### src/sv/rgbpk_pkg.sv
// ----------------------------------------------------------------------------
// rgbpk_pkg: shared types and constants of the RGBA8888 pixel format packer
// Format codes, the packed word handed from the converter to the byte
// serializer, and the register map of the configuration port.
// ----------------------------------------------------------------------------
`default_nettype none

package rgbpk_pkg;

    localparam int unsigned PADDR_W  = 3;
    localparam int unsigned PDATA_W  = 32;
    localparam int unsigned FMT_W    = 4;
    localparam int unsigned CHAN_W   = 8;
    localparam int unsigned NIB_W    = 4;
    localparam int unsigned MAX_BYTES = 4;
    localparam int unsigned WORD_W   = MAX_BYTES * CHAN_W;
    localparam int unsigned CNT_W    = $clog2(MAX_BYTES + 1);

    // word index of the registers on the configuration port
    localparam logic REG_PIXEL_FORMAT = 1'b0;

    typedef enum logic [FMT_W-1:0] {
        FMT_A4       = 4'd0,
        FMT_L4       = 4'd1,
        FMT_A8       = 4'd2,
        FMT_L8       = 4'd3,
        FMT_LA4      = 4'd4,
        FMT_LA8      = 4'd5,
        FMT_RGB332   = 4'd6,
        FMT_RGB565   = 4'd7,
        FMT_RGB8     = 4'd8,
        FMT_RGBA2    = 4'd9,
        FMT_RGBA4    = 4'd10,
        FMT_RGBA5551 = 4'd11,
        FMT_RGBA8    = 4'd12
    } fmt_t;

    localparam logic [FMT_W-1:0] FMT_RESET = FMT_RGBA8;

    // bytes of one pixel, first byte in the top lane
    typedef struct packed {
        logic [WORD_W-1:0] bytes;
        logic [CNT_W-1:0]  nbytes;
    } word_t;

endpackage

`default_nettype wire

### src/sv/rgba8888_pixel_format_packer.sv
// ----------------------------------------------------------------------------
// rgba8888_pixel_format_packer: RGBA8888 to packed texture bytes
// Converts each RGBA8888 pixel to the format set in pixel_format and streams
// the packed bytes out, most significant byte first.
//
//   channel | ports                          | beat
//   --------+--------------------------------+-------------------------------
//   s_      | s_valid/s_ready, red..alpha    | one RGBA8888 pixel
//   m_      | m_valid/m_ready, out_byte,last | one byte of the packed stream
//   apb     | psel/penable/pwrite, paddr     | register access, pixel_format
//
// The output carries one byte per cycle while m_ready holds; a pixel yields
// 4 bytes for RGBA8, 3 for RGB8, 2 for LA8/RGB565/RGBA4/RGBA5551, else 1;
// A4 and L4 take one pixel per cycle and emit one byte for every two. An
// input beat passes the input register and then the byte register.
// Reset clears the format to RGBA8 and drops any pending half pair.
// A stalled output holds the current byte; one more pixel is buffered ahead.
// ----------------------------------------------------------------------------
`default_nettype none

module rgba8888_pixel_format_packer (
    input  wire                              aclk,
    input  wire                              aresetn,
    input  wire                              psel,
    input  wire                              penable,
    input  wire                              pwrite,
    input  wire [rgbpk_pkg::PADDR_W-1:0]     paddr,
    input  wire [rgbpk_pkg::PDATA_W-1:0]     pwdata,
    output logic [rgbpk_pkg::PDATA_W-1:0]    prdata,
    output logic                             pready,
    input  wire                              s_valid,
    output logic                             s_ready,
    input  wire [rgbpk_pkg::CHAN_W-1:0]      s_red,
    input  wire [rgbpk_pkg::CHAN_W-1:0]      s_green,
    input  wire [rgbpk_pkg::CHAN_W-1:0]      s_blue,
    input  wire [rgbpk_pkg::CHAN_W-1:0]      s_alpha,
    output logic                             m_valid,
    input  wire                              m_ready,
    output logic [rgbpk_pkg::CHAN_W-1:0]     m_out_byte,
    output logic                             m_last_of_pixel
);
    import rgbpk_pkg::*;

    logic [FMT_W-1:0] pixel_format;
    logic             fmt_write;
    logic             word_valid;
    logic             word_ready;
    word_t            word;

    rgbpk_cfg u_cfg (
        .aclk         (aclk),
        .aresetn      (aresetn),
        .psel         (psel),
        .penable      (penable),
        .pwrite       (pwrite),
        .paddr        (paddr),
        .pwdata       (pwdata),
        .prdata       (prdata),
        .pready       (pready),
        .pixel_format (pixel_format),
        .fmt_write    (fmt_write)
    );

    rgbpk_conv u_conv (
        .aclk         (aclk),
        .aresetn      (aresetn),
        .pixel_format (pixel_format),
        .fmt_write    (fmt_write),
        .s_valid      (s_valid),
        .s_ready      (s_ready),
        .s_red        (s_red),
        .s_green      (s_green),
        .s_blue       (s_blue),
        .s_alpha      (s_alpha),
        .word_valid   (word_valid),
        .word         (word),
        .word_ready   (word_ready)
    );

    rgbpk_ser u_ser (
        .aclk            (aclk),
        .aresetn         (aresetn),
        .word_valid      (word_valid),
        .word            (word),
        .word_ready      (word_ready),
        .m_valid         (m_valid),
        .m_ready         (m_ready),
        .m_out_byte      (m_out_byte),
        .m_last_of_pixel (m_last_of_pixel)
    );

endmodule

`default_nettype wire

### src/sv/rgbpk_cfg.sv
// ----------------------------------------------------------------------------
// rgbpk_cfg: configuration register file
// APB-style slave holding the pixel_format register; a write to it also
// flags the converter to drop any half-finished 4-bit pair.
// ----------------------------------------------------------------------------
`default_nettype none

module rgbpk_cfg (
    input  wire                              aclk,
    input  wire                              aresetn,
    input  wire                              psel,
    input  wire                              penable,
    input  wire                              pwrite,
    input  wire [rgbpk_pkg::PADDR_W-1:0]     paddr,
    input  wire [rgbpk_pkg::PDATA_W-1:0]     pwdata,
    output logic [rgbpk_pkg::PDATA_W-1:0]    prdata,
    output logic                             pready,
    output logic [rgbpk_pkg::FMT_W-1:0]      pixel_format,
    output logic                             fmt_write
);
    import rgbpk_pkg::*;

    logic [FMT_W-1:0] fmt_reg;
    logic [FMT_W-1:0] fmt_next;
    logic             wr_en;
    logic             reg_sel;

    assign pready  = 1'b1;
    assign reg_sel = paddr[PADDR_W-1];
    assign wr_en   = psel && penable && pwrite && pready;

    always_comb begin
        fmt_next  = fmt_reg;
        fmt_write = 1'b0;
        if (wr_en && (reg_sel == REG_PIXEL_FORMAT)) begin
            fmt_next  = pwdata[FMT_W-1:0];
            fmt_write = 1'b1;
        end
    end

    always_ff @(posedge aclk) begin
        if (!aresetn) begin
            fmt_reg <= FMT_RESET;
        end else begin
            fmt_reg <= fmt_next;
        end
    end

    always_comb begin
        prdata = '0;
        if (reg_sel == REG_PIXEL_FORMAT) begin
            prdata = {{(PDATA_W-FMT_W){1'b0}}, fmt_reg};
        end
    end

    assign pixel_format = fmt_reg;

endmodule

`default_nettype wire

### src/sv/rgbpk_conv.sv
// ----------------------------------------------------------------------------
// rgbpk_conv: input register and format converter
// Registers one pixel beat, converts it to the bytes of the selected format
// and hands the word on; keeps the held nibble of 4-bit pairs.
// ----------------------------------------------------------------------------
`default_nettype none

module rgbpk_conv (
    input  wire                              aclk,
    input  wire                              aresetn,
    input  wire [rgbpk_pkg::FMT_W-1:0]       pixel_format,
    input  wire                              fmt_write,
    input  wire                              s_valid,
    output logic                             s_ready,
    input  wire [rgbpk_pkg::CHAN_W-1:0]      s_red,
    input  wire [rgbpk_pkg::CHAN_W-1:0]      s_green,
    input  wire [rgbpk_pkg::CHAN_W-1:0]      s_blue,
    input  wire [rgbpk_pkg::CHAN_W-1:0]      s_alpha,
    output logic                             word_valid,
    output rgbpk_pkg::word_t                 word,
    input  wire                              word_ready
);
    import rgbpk_pkg::*;

    logic              in_valid_reg;
    logic [CHAN_W-1:0] red_reg;
    logic [CHAN_W-1:0] green_reg;
    logic [CHAN_W-1:0] blue_reg;
    logic [CHAN_W-1:0] alpha_reg;
    logic [NIB_W-1:0]  held_nibble_reg;
    logic [NIB_W-1:0]  held_nibble_next;
    logic              pair_phase_reg;
    logic              pair_phase_next;
    logic [NIB_W-1:0]  nib;
    logic [CHAN_W-1:0] r;
    logic [CHAN_W-1:0] g;
    logic [CHAN_W-1:0] b;
    logic [CHAN_W-1:0] a;
    logic              take;

    assign r = red_reg;
    assign g = green_reg;
    assign b = blue_reg;
    assign a = alpha_reg;

    // a pixel that yields no byte leaves without waiting on the serializer
    assign take       = in_valid_reg && ((word.nbytes == '0) || word_ready);
    assign s_ready    = !in_valid_reg || take;
    assign word_valid = in_valid_reg && (word.nbytes != '0);

    always_comb begin
        word.bytes       = '0;
        word.nbytes      = '0;
        held_nibble_next = held_nibble_reg;
        pair_phase_next  = pair_phase_reg;
        nib              = (fmt_t'(pixel_format) == FMT_A4) ? a[7:4] : r[7:4];
        case (fmt_t'(pixel_format))
            FMT_A4, FMT_L4: begin
                if (!pair_phase_reg) begin
                    held_nibble_next = nib;
                    pair_phase_next  = 1'b1;
                end else begin
                    word.bytes      = {held_nibble_reg, nib, 24'h0};
                    word.nbytes     = CNT_W'(1);
                    pair_phase_next = 1'b0;
                end
            end
            FMT_A8: begin
                word.bytes  = {a, 24'h0};
                word.nbytes = CNT_W'(1);
            end
            FMT_L8: begin
                word.bytes  = {r, 24'h0};
                word.nbytes = CNT_W'(1);
            end
            FMT_LA4: begin
                word.bytes  = {r[7:4], a[7:4], 24'h0};
                word.nbytes = CNT_W'(1);
            end
            FMT_LA8: begin
                word.bytes  = {r, a, 16'h0};
                word.nbytes = CNT_W'(2);
            end
            FMT_RGB332: begin
                word.bytes  = {r[7:5], g[7:5], b[7:6], 24'h0};
                word.nbytes = CNT_W'(1);
            end
            FMT_RGB565: begin
                word.bytes  = {r[7:3], g[7:5], g[4:2], b[7:3], 16'h0};
                word.nbytes = CNT_W'(2);
            end
            FMT_RGB8: begin
                word.bytes  = {r, g, b, 8'h0};
                word.nbytes = CNT_W'(3);
            end
            FMT_RGBA2: begin
                word.bytes  = {r[7:6], g[7:6], b[7:6], a[7:6], 24'h0};
                word.nbytes = CNT_W'(1);
            end
            FMT_RGBA4: begin
                word.bytes  = {r[7:4], g[7:4], b[7:4], a[7:4], 16'h0};
                word.nbytes = CNT_W'(2);
            end
            FMT_RGBA5551: begin
                word.bytes  = {r[7:3], g[7:5], g[4:3], b[7:3], a[7], 16'h0};
                word.nbytes = CNT_W'(2);
            end
            FMT_RGBA8: begin
                word.bytes  = {r, g, b, a};
                word.nbytes = CNT_W'(4);
            end
            default: begin
                // unused codes: drop the pixel, keep the pair state
                word.nbytes = '0;
            end
        endcase
    end

    always_ff @(posedge aclk) begin
        if (!aresetn) begin
            in_valid_reg <= 1'b0;
        end else if (s_ready) begin
            in_valid_reg <= s_valid;
        end
    end

    always_ff @(posedge aclk) begin
        if (s_ready && s_valid) begin
            red_reg   <= s_red;
            green_reg <= s_green;
            blue_reg  <= s_blue;
            alpha_reg <= s_alpha;
        end
    end

    always_ff @(posedge aclk) begin
        if (!aresetn) begin
            held_nibble_reg <= '0;
            pair_phase_reg  <= 1'b0;
        end else if (fmt_write) begin
            held_nibble_reg <= '0;
            pair_phase_reg  <= 1'b0;
        end else if (take) begin
            held_nibble_reg <= held_nibble_next;
            pair_phase_reg  <= pair_phase_next;
        end
    end

endmodule

`default_nettype wire

### src/sv/rgbpk_ser.sv
// ----------------------------------------------------------------------------
// rgbpk_ser: byte serializer
// Holds the bytes of one pixel and shifts them out one beat at a time,
// flagging the final byte; reloads on the same cycle the last byte leaves.
// ----------------------------------------------------------------------------
`default_nettype none

module rgbpk_ser (
    input  wire                              aclk,
    input  wire                              aresetn,
    input  wire                              word_valid,
    input  wire rgbpk_pkg::word_t            word,
    output logic                             word_ready,
    output logic                             m_valid,
    input  wire                              m_ready,
    output logic [rgbpk_pkg::CHAN_W-1:0]     m_out_byte,
    output logic                             m_last_of_pixel
);
    import rgbpk_pkg::*;

    logic [WORD_W-1:0] data_reg;
    logic [WORD_W-1:0] data_next;
    logic [CNT_W-1:0]  cnt_reg;
    logic [CNT_W-1:0]  cnt_next;
    logic              m_take;

    assign m_valid         = (cnt_reg != '0);
    assign m_take          = m_valid && m_ready;
    assign m_out_byte      = data_reg[WORD_W-1 -: CHAN_W];
    assign m_last_of_pixel = (cnt_reg == CNT_W'(1));
    assign word_ready      = (cnt_reg == '0) || (m_last_of_pixel && m_ready);

    always_comb begin
        data_next = data_reg;
        cnt_next  = cnt_reg;
        if (word_valid && word_ready) begin
            data_next = word.bytes;
            cnt_next  = word.nbytes;
        end else if (m_take) begin
            // advance to the next byte of the pixel
            data_next = {data_reg[WORD_W-CHAN_W-1:0], {CHAN_W{1'b0}}};
            cnt_next  = cnt_reg - CNT_W'(1);
        end
    end

    always_ff @(posedge aclk) begin
        if (!aresetn) begin
            cnt_reg <= '0;
        end else begin
            cnt_reg <= cnt_next;
        end
    end

    always_ff @(posedge aclk) begin
        data_reg <= data_next;
    end

endmodule

`default_nettype wire

### config.mk
export PLATFORM = sky130hd
export DESIGN_NAME = rgba8888_pixel_format_packer
export DESIGN_NICKNAME = d
export VERILOG_FILES = /design/src/sv/rgbpk_pkg.sv /design/src/sv/rgba8888_pixel_format_packer.sv /design/src/sv/rgbpk_cfg.sv /design/src/sv/rgbpk_conv.sv /design/src/sv/rgbpk_ser.sv
export SDC_FILE = /design/constraint.sdc
export NUM_CORES = 1
export LEC_CHECK = 0
export ABC_AREA = 1
export BUFFER_PORTS_ARGS = -buffer_cell sky130_fd_sc_hd__buf_2
export CORE_MARGIN = 1.5
export CORE_UTILIZATION = 47
export DETAILED_ROUTE_END_ITERATION = 8
export PLACE_DENSITY = 0.77
export SYNTH_ARGS = -nofsm -noshare
export SYNTH_HDL_FRONTEND = slang
export SYNTH_SLANG_ARGS = --single-unit
### constraint.sdc
create_clock -name aclk -period 2.6 [get_ports aclk]
set_clock_uncertainty 0.15 [all_clocks]
set_input_delay 0.52 -clock aclk [delete_from_list [all_inputs] [get_ports aclk]]
set_output_delay 0.52 -clock aclk [all_outputs]
set_load 0.01 [all_outputs]
==> results.yml, run 1 <==
floorplanning:
  floorplan.die_area_um2: 8990
  std_cell_rows: 33
  num_io_pins: 118
  die_h_um: 94.8
  fp.coreArea_um2: 8180
  start_util_pct: 48.4
  fp.dieW_um: 94.8
yosys:
  synth_top_area_share_pct: 48.5
  syn_avg_cell_area_um2: 9.19
  yosys.cell_types.count: 37
  cell_area_after_synthesis_um2: 3960
  dominantRegCellSynth: "sky130_fd_sc_hd__edfxtp_1"
  synth.ff_latch_count: 77
  synth_top_area_cell: "sky130_fd_sc_hd__edfxtp_1"
  synth.area.top_cells: "sky130_fd_sc_hd__edfxtp_1, sky130_fd_sc_hd__nand2_1, sky130_fd_sc_hd__buf_4"
  async_reset_ff_share_pct: 0
  synth_cells: 431
  synth.yosys.warnings: 0
  number_of_enable_type_register_cells_in_the_synthesized_netlist: 64
  sequential_cell_area_fraction_in_the_yosys_report_pct: 55.1
critical_path:
  worst-path-max-fanout: 6
  reg2regPathDepth: 9
  worstPathArrival_ns: 1.81
  startpoint_type: "flop"
  required_ns: 1.93
  endpoint_kind: "output port"
  path_class: "reg -> out"
final_layout:
  num_antenna_cells: 0
  share_of_layout_cells_above_drive_strength_1_pct: 19.6
  final_nets: 564
  largest_register_ff_count: 32
  most-common-layout-cells: "sky130_fd_sc_hd__nand2_1, sky130_fd_sc_hd__edfxtp_1, sky130_fd_sc_hd__buf_2"
  mostFrequentLayoutCell: "sky130_fd_sc_hd__nand2_1"
  area_growth_pct: 12.0
hold_path:
  min_delay_path_depth: 1
  min_path_type: "in -> reg"
clock_network:
  htree_levels: 3
  clock_transition_at_the_registers_of_the_reported_paths_ns: 0.08
  cts_tree: "done"
  inserted_clock_buffers: 9
  ctsLongestPathBuffers: 2
  clockRootBuffer: "sky130_fd_sc_hd__clkbuf_8"
  clk_latency_worst_skew_pair_ns: 0.35
  post_cts.repair.setup_buffers: 0
  cts.sinks: 77
detailed_routing:
  drt-initial-drc-count: 254
  number_of_vias_after_detailed_routing: 3006
  vias_per_cell: 5.04
  route.final.wire_length_um: 8080
  route.antenna.remaining_nets: 0
  drc_viols: 0
  route.detailed.wl_per_inst_um: 13.6
  drtPass1Iterations: 5
global_route:
  gr-max-usage-layer: "met2"
  use_met2_pct: 30.4
  grt_max_degree: 36
  grtUsageTotal_pct: 19.0
  via_count_of_the_first_global_routing_pass: 2581
  grt_antenna_before_repair: 0
  gr-usage-met1_pct: 25.5
  global_route.usage.met3_pct: 2.98
  globalRouteOverflowTotal: 0
  first_pass_grt_wire_length_um: 12600
timing:
  finalSetupViolations: 0
  achievable_clock_frequency_mhz: 403
  period_minus_slack_ns: 2.48
  final-max-slew-violation-count: 0
  setup_ws_ns: 0.119
  final.period_utilization_pct: 95.4
  rsz0062_at_grt: "no"
  finalHoldViolCount: 0
  setup_tns_ns: 0
placed_design:
  place_congestion: 0.936
  placed_wire_length_estimate_um: 5980
  dpl_worst_slack_ns: 0.359
  placement.io_buffers: 58
power_and_ir_drop:
  power.leakage_nw: 1.98
  finalPower_mw: 3.95
  power_per_cell_area_nw_per_um2: 891
  worst_ir_drop_vdd_mv: 0.398
run_status:
  outcome: "finished, final reports clean"
job:
  max_cap_violations: 0
## cell usage after synthesis, types with 3 or more instances
cell	count
sky130_fd_sc_hd__nand2_1	103
sky130_fd_sc_hd__edfxtp_1	64
sky130_fd_sc_hd__inv_1	43
sky130_fd_sc_hd__nor2_1	42
sky130_fd_sc_hd__buf_4	37
sky130_fd_sc_hd__a21oi_1	20
sky130_fd_sc_hd__o22ai_1	18
sky130_fd_sc_hd__o21ai_1	17
sky130_fd_sc_hd__dfxtp_1	13
sky130_fd_sc_hd__o21ai_0	12
sky130_fd_sc_hd__nand3_1	10
sky130_fd_sc_hd__nor3_1	6
sky130_fd_sc_hd__buf_2	4
sky130_fd_sc_hd__nand4_1	4
sky130_fd_sc_hd__clkbuf_1	3
sky130_fd_sc_hd__ha_1	3
sky130_fd_sc_hd__inv_2	3
sky130_fd_sc_hd__o31ai_2	3
## logic make-up (layout without fill, tap and decap cells)
logic type                 Yosys count  after routing  synth area share (%)
and+or+nand+nor                    176            176                  19.0
adders and majority gates            3              3                 0.948
DFF                                 77             77                  55.1
buffers and inverters               92            125                  12.5
xor gates and xnor gates             1              1                 0.221
AOI/OAI and AO/OA                   80             80                  12.0
other                                2             29                 0.190
## worst paths after layout
check | slack, ns | startpoint | endpoint
hold reg to reg | 0.31 | u_conv.held_nibble_reg[3]$_SDFFE_PP0P_ | u_conv.held_nibble_reg[3]$_SDFFE_PP0P_
setup reg to reg | 0.38 | u_cfg.pixel_format[3]$_SDFFE_PN1P_ | u_ser.data_reg[31]$_DFFE_PP_
setup / recovery | 0.12 | u_cfg.pixel_format[3]$_SDFFE_PN1P_ | s_ready
hold / removal | 0.19 | s_blue[1] | u_conv.b[1]$_DFFE_PP_
## cell type report
class                      instances  area, um^2
fill                             755        3740
sequential                        77        2180
multi-input combinational        289        1400
timing repair buffer              63         353
inverter                          47         176
tap                              105         131
clock buffer                      10         128
clock inverter                     5        61.3
## metal layers
metal	share of wire, %	routed length, um
met1	45	3650
met2	46	3760
met3	6.6	535
met4	1.7	140
met5	0	0
## metrics by stage
step,std cells,utilization (%),cell area (um^2),hold WS [ns]
finish,596,54.2,4430,0.188
detailed placement,581,51.7,4230,0.307
CTS,596,54.0,4410,0.177
floorplan,458,-,4060,0.291
global route,596,54.2,4430,0.173
global placement,581,51.7,4230,0.303
## worst max-delay path, stage by stage, from the launching register on
cell and delay (ns):
sky130_fd_sc_hd__dfxtp_1 0.53, sky130_fd_sc_hd__nand2_1 0.12, sky130_fd_sc_hd__o21ai_1 0.23, sky130_fd_sc_hd__nor2_1 0.12, sky130_fd_sc_hd__a21boi_1 0.21, sky130_fd_sc_hd__nand2_1 0.12, sky130_fd_sc_hd__buf_2 0.16
## report_power, final
group          internal [mW]  switching (mW)  leakage (nW)
Clock                  0.441           0.432        0.0850
Sequential              1.84           0.113         0.725
Combinational          0.398           0.730          1.17
## repair_timing
action,CTS,global route
endpoints found under the setup margin,0,1
hold endpoints to repair,0,0
gates resized for setup,0,6
hold buffers,0,0
Note: power is estimated with default switching activity, not from simulation.
==> run 2, diff against run 1 <==
Settings changed: CORE_ASPECT_RATIO set to 2.
==> run 2 against run 1 <==
First-iteration DRC count fell by 25%. Non-clock buffer count fell by 1. Maximum frequency rose by 1.3%. Clock-buffer cell count fell by 1. Setup slack improved by 0.031 ns. Utilization rose by 1.2 points. Die area rose by 0.37%. Combinational power barely moved. Sequential power barely moved. Clock power rose by 57%.
==> results.yml, run 2 (synthesized netlist as in run 1, its figures left out) <==
global_route:
  grt_antenna_before_repair: 0
  via_count_of_the_first_global_routing_pass: 2865
  grt_max_degree: 45
  globalRouteOverflowTotal: 0
  grtUsageTotal_pct: 20.1
  first_pass_grt_wire_length_um: 13200
floorplanning:
  die_h_um: 133
  fp.coreArea_um2: 8230
  std_cell_rows: 47
  floorplan.die_area_um2: 9020
  num_io_pins: 118
  start_util_pct: 48.1
  fp.dieW_um: 67.9
final_layout:
  final_nets: 563
  final.fill_count: 776
  largest_register_ff_count: 32
  area_growth_pct: 15.4
  num_antenna_cells: 0
  most-common-layout-cells: "sky130_fd_sc_hd__nand2_1, sky130_fd_sc_hd__edfxtp_1, sky130_fd_sc_hd__buf_2"
  post_route_design_area_um2: 4570
  mostFrequentLayoutCell: "sky130_fd_sc_hd__nand2_1"
  share_of_layout_cells_above_drive_strength_1_pct: 19.3
power_and_ir_drop:
  power.leakage_nw: 2.05
  power_per_cell_area_nw_per_um2: 979
  worst_ir_drop_vdd_mv: 0.701
  finalPower_mw: 4.47
clock_network:
  cts_tree: "done"
  htree_levels: 3
  inserted_clock_buffers: 9
  post_cts.repair.setup_buffers: 0
  clockRootBuffer: "sky130_fd_sc_hd__clkbuf_16"
  clock_transition_at_the_registers_of_the_reported_paths_ns: 0.06
  ctsResizeCount: 0
  ctsLongestPathBuffers: 2
  cts.sinks: 77
  post_cts_hold_buffer_count: 0
  clk_latency_worst_skew_pair_ns: 0.35
detailed_routing:
  vias_per_cell: 5.20
  number_of_vias_after_detailed_routing: 3063
  route.antenna.remaining_nets: 0
  drtPass1Iterations: 7
  route.detailed.wl_per_inst_um: 14.0
  drc_viols: 0
  route.final.wire_length_um: 8250
  drt-initial-drc-count: 190
run_status:
  outcome: "finished, final reports clean"
job:
  max_cap_violations: 0
placed_design:
  place_area_um2: 4220
  place_congestion: 0.926
  placement.io_buffers: 58
  placed_wire_length_estimate_um: 6200
timing:
  achievable_clock_frequency_mhz: 408
  rsz0062_at_grt: "no"
  final.period_utilization_pct: 94.2
  finalHoldViolCount: 0
  period_minus_slack_ns: 2.45
  final-max-slew-violation-count: 0
  finalSetupViolations: 0
  setup_tns_ns: 0
critical_path:
  crit_path_top_delay_cell: "sky130_fd_sc_hd__dfxtp_1"
  path_delay_family: "buffers and inverters"
  path_class: "reg -> out"
  worst-path-max-fanout: 4
  path_cells: "inv_1 -> ha_1 -> inv_1 -> nor2_1 -> inv_1 -> o21ai_1 -> inv_1 -> nand2_1 -> buf_2"
  startpoint_type: "flop"
  worstPathArrival_ns: 1.78
  worstPathBufferInverterCount: 5
  cpMostUsedCell: "sky130_fd_sc_hd__inv_1"
  required_ns: 1.93
  endpoint_kind: "output port"
  critPathMaxStageDelay_ns: 0.32
hold_path:
  min_path_type: "in -> reg"
-- run 2: layout make-up --
type	instances	area [um^2]	share of cell area [%]
clock buffer	9	225	4.93
clock inverter	7	105	2.30
sequential	77	2180	47.8
multi-input combinational	289	1400	30.6
timing repair buffer	62	358	7.83
tap	98	123	2.68
inverter	47	176	3.86
-- run 2: path summary, 6_finish.rpt --
check	start	end	slack, ns	cells past startpoint
setup reg to reg	u_ser.cnt_reg[0]$_SDFFE_PN0P_	u_conv.g[2]$_DFFE_PP_	0.36	11
setup / recovery	u_ser.cnt_reg[0]$_SDFFE_PN0P_	s_ready	0.15	9
hold / removal	s_blue[2]	u_conv.b[2]$_DFFE_PP_	0.19	1
hold reg to reg	u_conv.held_nibble_reg[0]$_SDFFE_PP0P_	u_conv.held_nibble_reg[0]$_SDFFE_PP0P_	0.33	2
-- run 2: worst reg2reg max path, stage by stage (launching register included) --
cell and delay (ns):
sky130_fd_sc_hd__dfxtp_1 0.32, sky130_fd_sc_hd__inv_1 0.12, sky130_fd_sc_hd__ha_1 0.16, sky130_fd_sc_hd__inv_1 0.04
sky130_fd_sc_hd__nor2_1 0.11, sky130_fd_sc_hd__inv_1 0.08, sky130_fd_sc_hd__o21ai_1 0.23, sky130_fd_sc_hd__inv_1 0.12
sky130_fd_sc_hd__nand2_1 0.12, sky130_fd_sc_hd__nand2_1 0.07, sky130_fd_sc_hd__inv_1 0.19, sky130_fd_sc_hd__buf_12 0.22
-- run 2: power by group --
group          total [mW]  switching (mW)  internal [mW]
sequential           1.96           0.118           1.84
clock                1.37           0.514          0.852
combinational        1.15           0.747          0.401
-- run 2: stage by stage --
| step | hold WS, ns | std cells | worst slack, ns | utilization (%) |
|---|---|---|---|---|
| after detailed placement | 0.314 | 573 | 0.351 | 51.3 |
| after floorplan | 0.291 | 458 | 0.105 | - |
| after global routing | 0.186 | 589 | 0.00756 | 55.5 |
| after global placement | 0.308 | 573 | 0.413 | 51.3 |
| final | 0.192 | 589 | 0.150 | 55.5 |
| after CTS | 0.191 | 589 | 0.102 | 55.3 |
-- run 2: routing by layer --
metal | part of all wire, % | GRT usage, % | routed length, um
met5 | 0 | 0 | 0
met4 | 4.4 | 11.2 | 365
met3 | 5.8 | 5.78 | 482
met2 | 53 | 34.7 | 4330
met1 | 37 | 20.9 | 3070
==> run 3, diff against run 2 <==
Settings changed: ABC_AREA 1 to 0, CAP_MARGIN set to 5, PLACE_DENSITY 0.77 to 0.76.
==> run 3 against run 2 <==
Wire length up 15%. Final cell count down 7.5%. Power down 12%. Flip-flop and latch count unchanged. Area after synthesis up 4.6%. Combinational power down 22%. Via count up 0.33%. Setup slack worse by 0.032 ns. Worst hold slack better by 0.014 ns. Final area up 3.4%. Clock power down 13%. Critical path type unchanged.
==> results.yml, run 3 <==
clock_network:
  clock_transition_at_the_registers_of_the_reported_paths_ns: 0.06
  post_cts_hold_buffer_count: 0
  htree_levels: 3
  clk_latency_worst_skew_pair_ns: 0.33
  clockRootBuffer: "sky130_fd_sc_hd__clkbuf_16"
  ctsLongestPathBuffers: 2
  inserted_clock_buffers: 9
  cts.sinks: 77
  cts_tree: "done"
hold_path:
  min_path_type: "in -> reg"
timing:
  period_minus_slack_ns: 2.48
  max-slew-margin-rel_pct: 47.0
  final-max-slew-violation-count: 0
  finalSetupViolations: 0
  tightestPinTransition_ns: 0.776
  setup_ws_ns: 0.118
  whs_ns: 0.207
  achievable_clock_frequency_mhz: 403
  rsz0062_at_grt: "no"
  finalHoldViolCount: 0
  final.period_utilization_pct: 95.5
global_route:
  via_count_of_the_first_global_routing_pass: 2947
  grt_antenna_before_repair: 0
  first_pass_grt_wire_length_um: 14900
  grt_max_degree: 55
  grtUsageTotal_pct: 20.7
  globalRouteOverflowTotal: 0
critical_path:
  path_class: "reg -> out"
  endpoint_kind: "output port"
  worstPathArrival_ns: 1.81
  startpoint_type: "flop"
  worst-path-max-fanout: 4
  required_ns: 1.93
final_layout:
  area_growth_pct: 14.0
  num_antenna_cells: 0
  post_route_design_area_um2: 4720
  mostFrequentLayoutCell: "sky130_fd_sc_hd__edfxtp_1"
  most-common-layout-cells: "sky130_fd_sc_hd__edfxtp_1, sky130_fd_sc_hd__buf_2, sky130_fd_sc_hd__nand2_1"
  largest_register_ff_count: 32
  final_nets: 517
  postLayoutCoreUtil_pct: 55.0
  share_of_layout_cells_above_drive_strength_1_pct: 21.1
  non_filler_instances: 545
run_status:
  outcome: "finished, final reports clean"
yosys:
  synth.yosys.warnings: 0
  number_of_enable_type_register_cells_in_the_synthesized_netlist: 64
  yosysMostFrequentCell: "sky130_fd_sc_hd__edfxtp_1"
  dominantRegCellSynth: "sky130_fd_sc_hd__edfxtp_1"
  post_synth_most_frequent_cells: "sky130_fd_sc_hd__edfxtp_1, sky130_fd_sc_hd__nand2_1, sky130_fd_sc_hd__buf_4"
  yosys.cell_types.count: 54
  async_reset_ff_share_pct: 0
  cell_area_after_synthesis_um2: 4140
  synth_top_area_share_pct: 46.4
  synth.ff_latch_count: 77
  syn_avg_cell_area_um2: 10.5
  synth_top_area_cell: "sky130_fd_sc_hd__edfxtp_1"
  synth_cells: 396
  sequential_cell_area_fraction_in_the_yosys_report_pct: 52.7
  synth.area.top_cells: "sky130_fd_sc_hd__edfxtp_1, sky130_fd_sc_hd__buf_4, sky130_fd_sc_hd__dfxtp_1"
placed_design:
  count_of_placed_standard_cells_including_taps: 529
  place_congestion: 0.937
  placed_wire_length_estimate_um: 6820
  place_area_um2: 4440
  placement.io_buffers: 58
  dpl_worst_slack_ns: 0.224
detailed_routing:
  drtPass1Iterations: 7
  number_of_vias_after_detailed_routing: 3073
  route.final.wire_length_um: 9480
  vias_per_cell: 5.64
  drt-initial-drc-count: 274
  drc_viols: 0
  route.antenna.remaining_nets: 0
  route.detailed.wl_per_inst_um: 17.4
floorplanning:
  fp.coreArea_um2: 8590
  floorplan.die_area_um2: 9420
  start_util_pct: 48.3
  die_h_um: 136
  fp.dieW_um: 69.4
  num_io_pins: 118
  std_cell_rows: 48
job:
  max_cap_violations: 0
power_and_ir_drop:
  worst_ir_drop_vdd_mv: 0.543
  power_per_cell_area_nw_per_um2: 836
  power.leakage_nw: 1.90
==> run 3: cell types whose count changed after synthesis, moves of 6 or more <==
cell	change
sky130_fd_sc_hd__a21oi_1	-7
sky130_fd_sc_hd__a222oi_1	+6
sky130_fd_sc_hd__a22oi_1	+6
sky130_fd_sc_hd__and2_1	+11
sky130_fd_sc_hd__clkbuf_1	+16
sky130_fd_sc_hd__inv_1	-38
sky130_fd_sc_hd__mux2i_1	+13
sky130_fd_sc_hd__nand2_1	-53
sky130_fd_sc_hd__nand3_1	-6
sky130_fd_sc_hd__nor2_1	-24
sky130_fd_sc_hd__nor2b_1	+16
sky130_fd_sc_hd__o21ai_0	+23
sky130_fd_sc_hd__o21ai_1	-16
sky130_fd_sc_hd__o22ai_1	-18
==> run 3: cells by family (layout without fill, tap and decap cells) <==
group | after synthesis | after routing | share of synthesized area [%]
muxes | 18 | 18 | 4.50
and+or+nand+nor | 125 | 125 | 15.1
adders and majority gates | 3 | 3 | 0.906
DFF | 77 | 77 | 52.7
xor gates and xnor gates | 2 | 2 | 0.423
other | 2 | 29 | 0.181
AOI/OAI and AO/OA | 99 | 99 | 16.2
buffers and inverters | 70 | 92 | 10.1
==> run 3: worst max-delay path, stage by stage, from the launching register on <==
cell and delay, ns:
sky130_fd_sc_hd__dfxtp_1 0.33, sky130_fd_sc_hd__inv_1 0.08, sky130_fd_sc_hd__ha_1 0.26, sky130_fd_sc_hd__a21oi_2 0.13, sky130_fd_sc_hd__nor2_1 0.06, sky130_fd_sc_hd__or4_1 0.45, sky130_fd_sc_hd__buf_2 0.17
==> run 3: layout make-up <==
type / instances / area (um^2)
Multi-Input combinational cell: 276 / 1680
Inverter: 5 / 18.8
Clock inverter: 6 / 53.8
Clock buffer: 10 / 229
Sequential cell: 77 / 2180
Tap cell: 100 / 125
Fill cell: 748 / 3860
Timing Repair Buffer: 71 / 438
==> run 3: repair_timing <==
action / in CTS / in global routing
setup endpoints to repair: 0 / 1
setup buffers: 0 / 0
resized for setup: 0 / 1
==> run 3: power by group <==
group	leakage [nW]	internal, mW	switching (mW)
sequential	0.725	1.74	0.122
combinational	1.04	0.346	0.554
clock	0.135	0.731	0.456
total	1.90	2.82	1.13
==> run 3: final timing paths <==
path,from,to,slack (ns),cells past startpoint
worst min-delay path,s_alpha[5],u_conv.a[5]$_DFFE_PP_,0.21,1
worst min register to register,u_conv.pair_phase_reg$_SDFFE_PP0P_,u_conv.pair_phase_reg$_SDFFE_PP0P_,0.36,1
worst max register to register,u_cfg.pixel_format[3]$_SDFFE_PN1P_,u_ser.data_reg[4]$_SDFFCE_PN0P_,0.23,6
worst max-delay path,u_ser.cnt_reg[0]$_SDFFE_PN0P_,s_ready,0.12,6
==> run 3: metal layers <==
metal | vias to the layer above | track usage, % | share of wire [%]
met4 | 0 | 13.5 | 4.2
met1 | 1426 | 22.8 | 38
met5 | - | 0 | 0
met3 | 29 | 3.94 | 4.9
met2 | 141 | 36.0 | 53
li1 | 1477 | - | -
==> run 3: metrics by stage <==
step	TNS [ns]	power, mW
after global placement	0	2.75
after CTS	0	3.97
after floorplan	-0.129	2.54
final	0	3.95
after global routing	0	4.15
after detailed placement	0	2.79
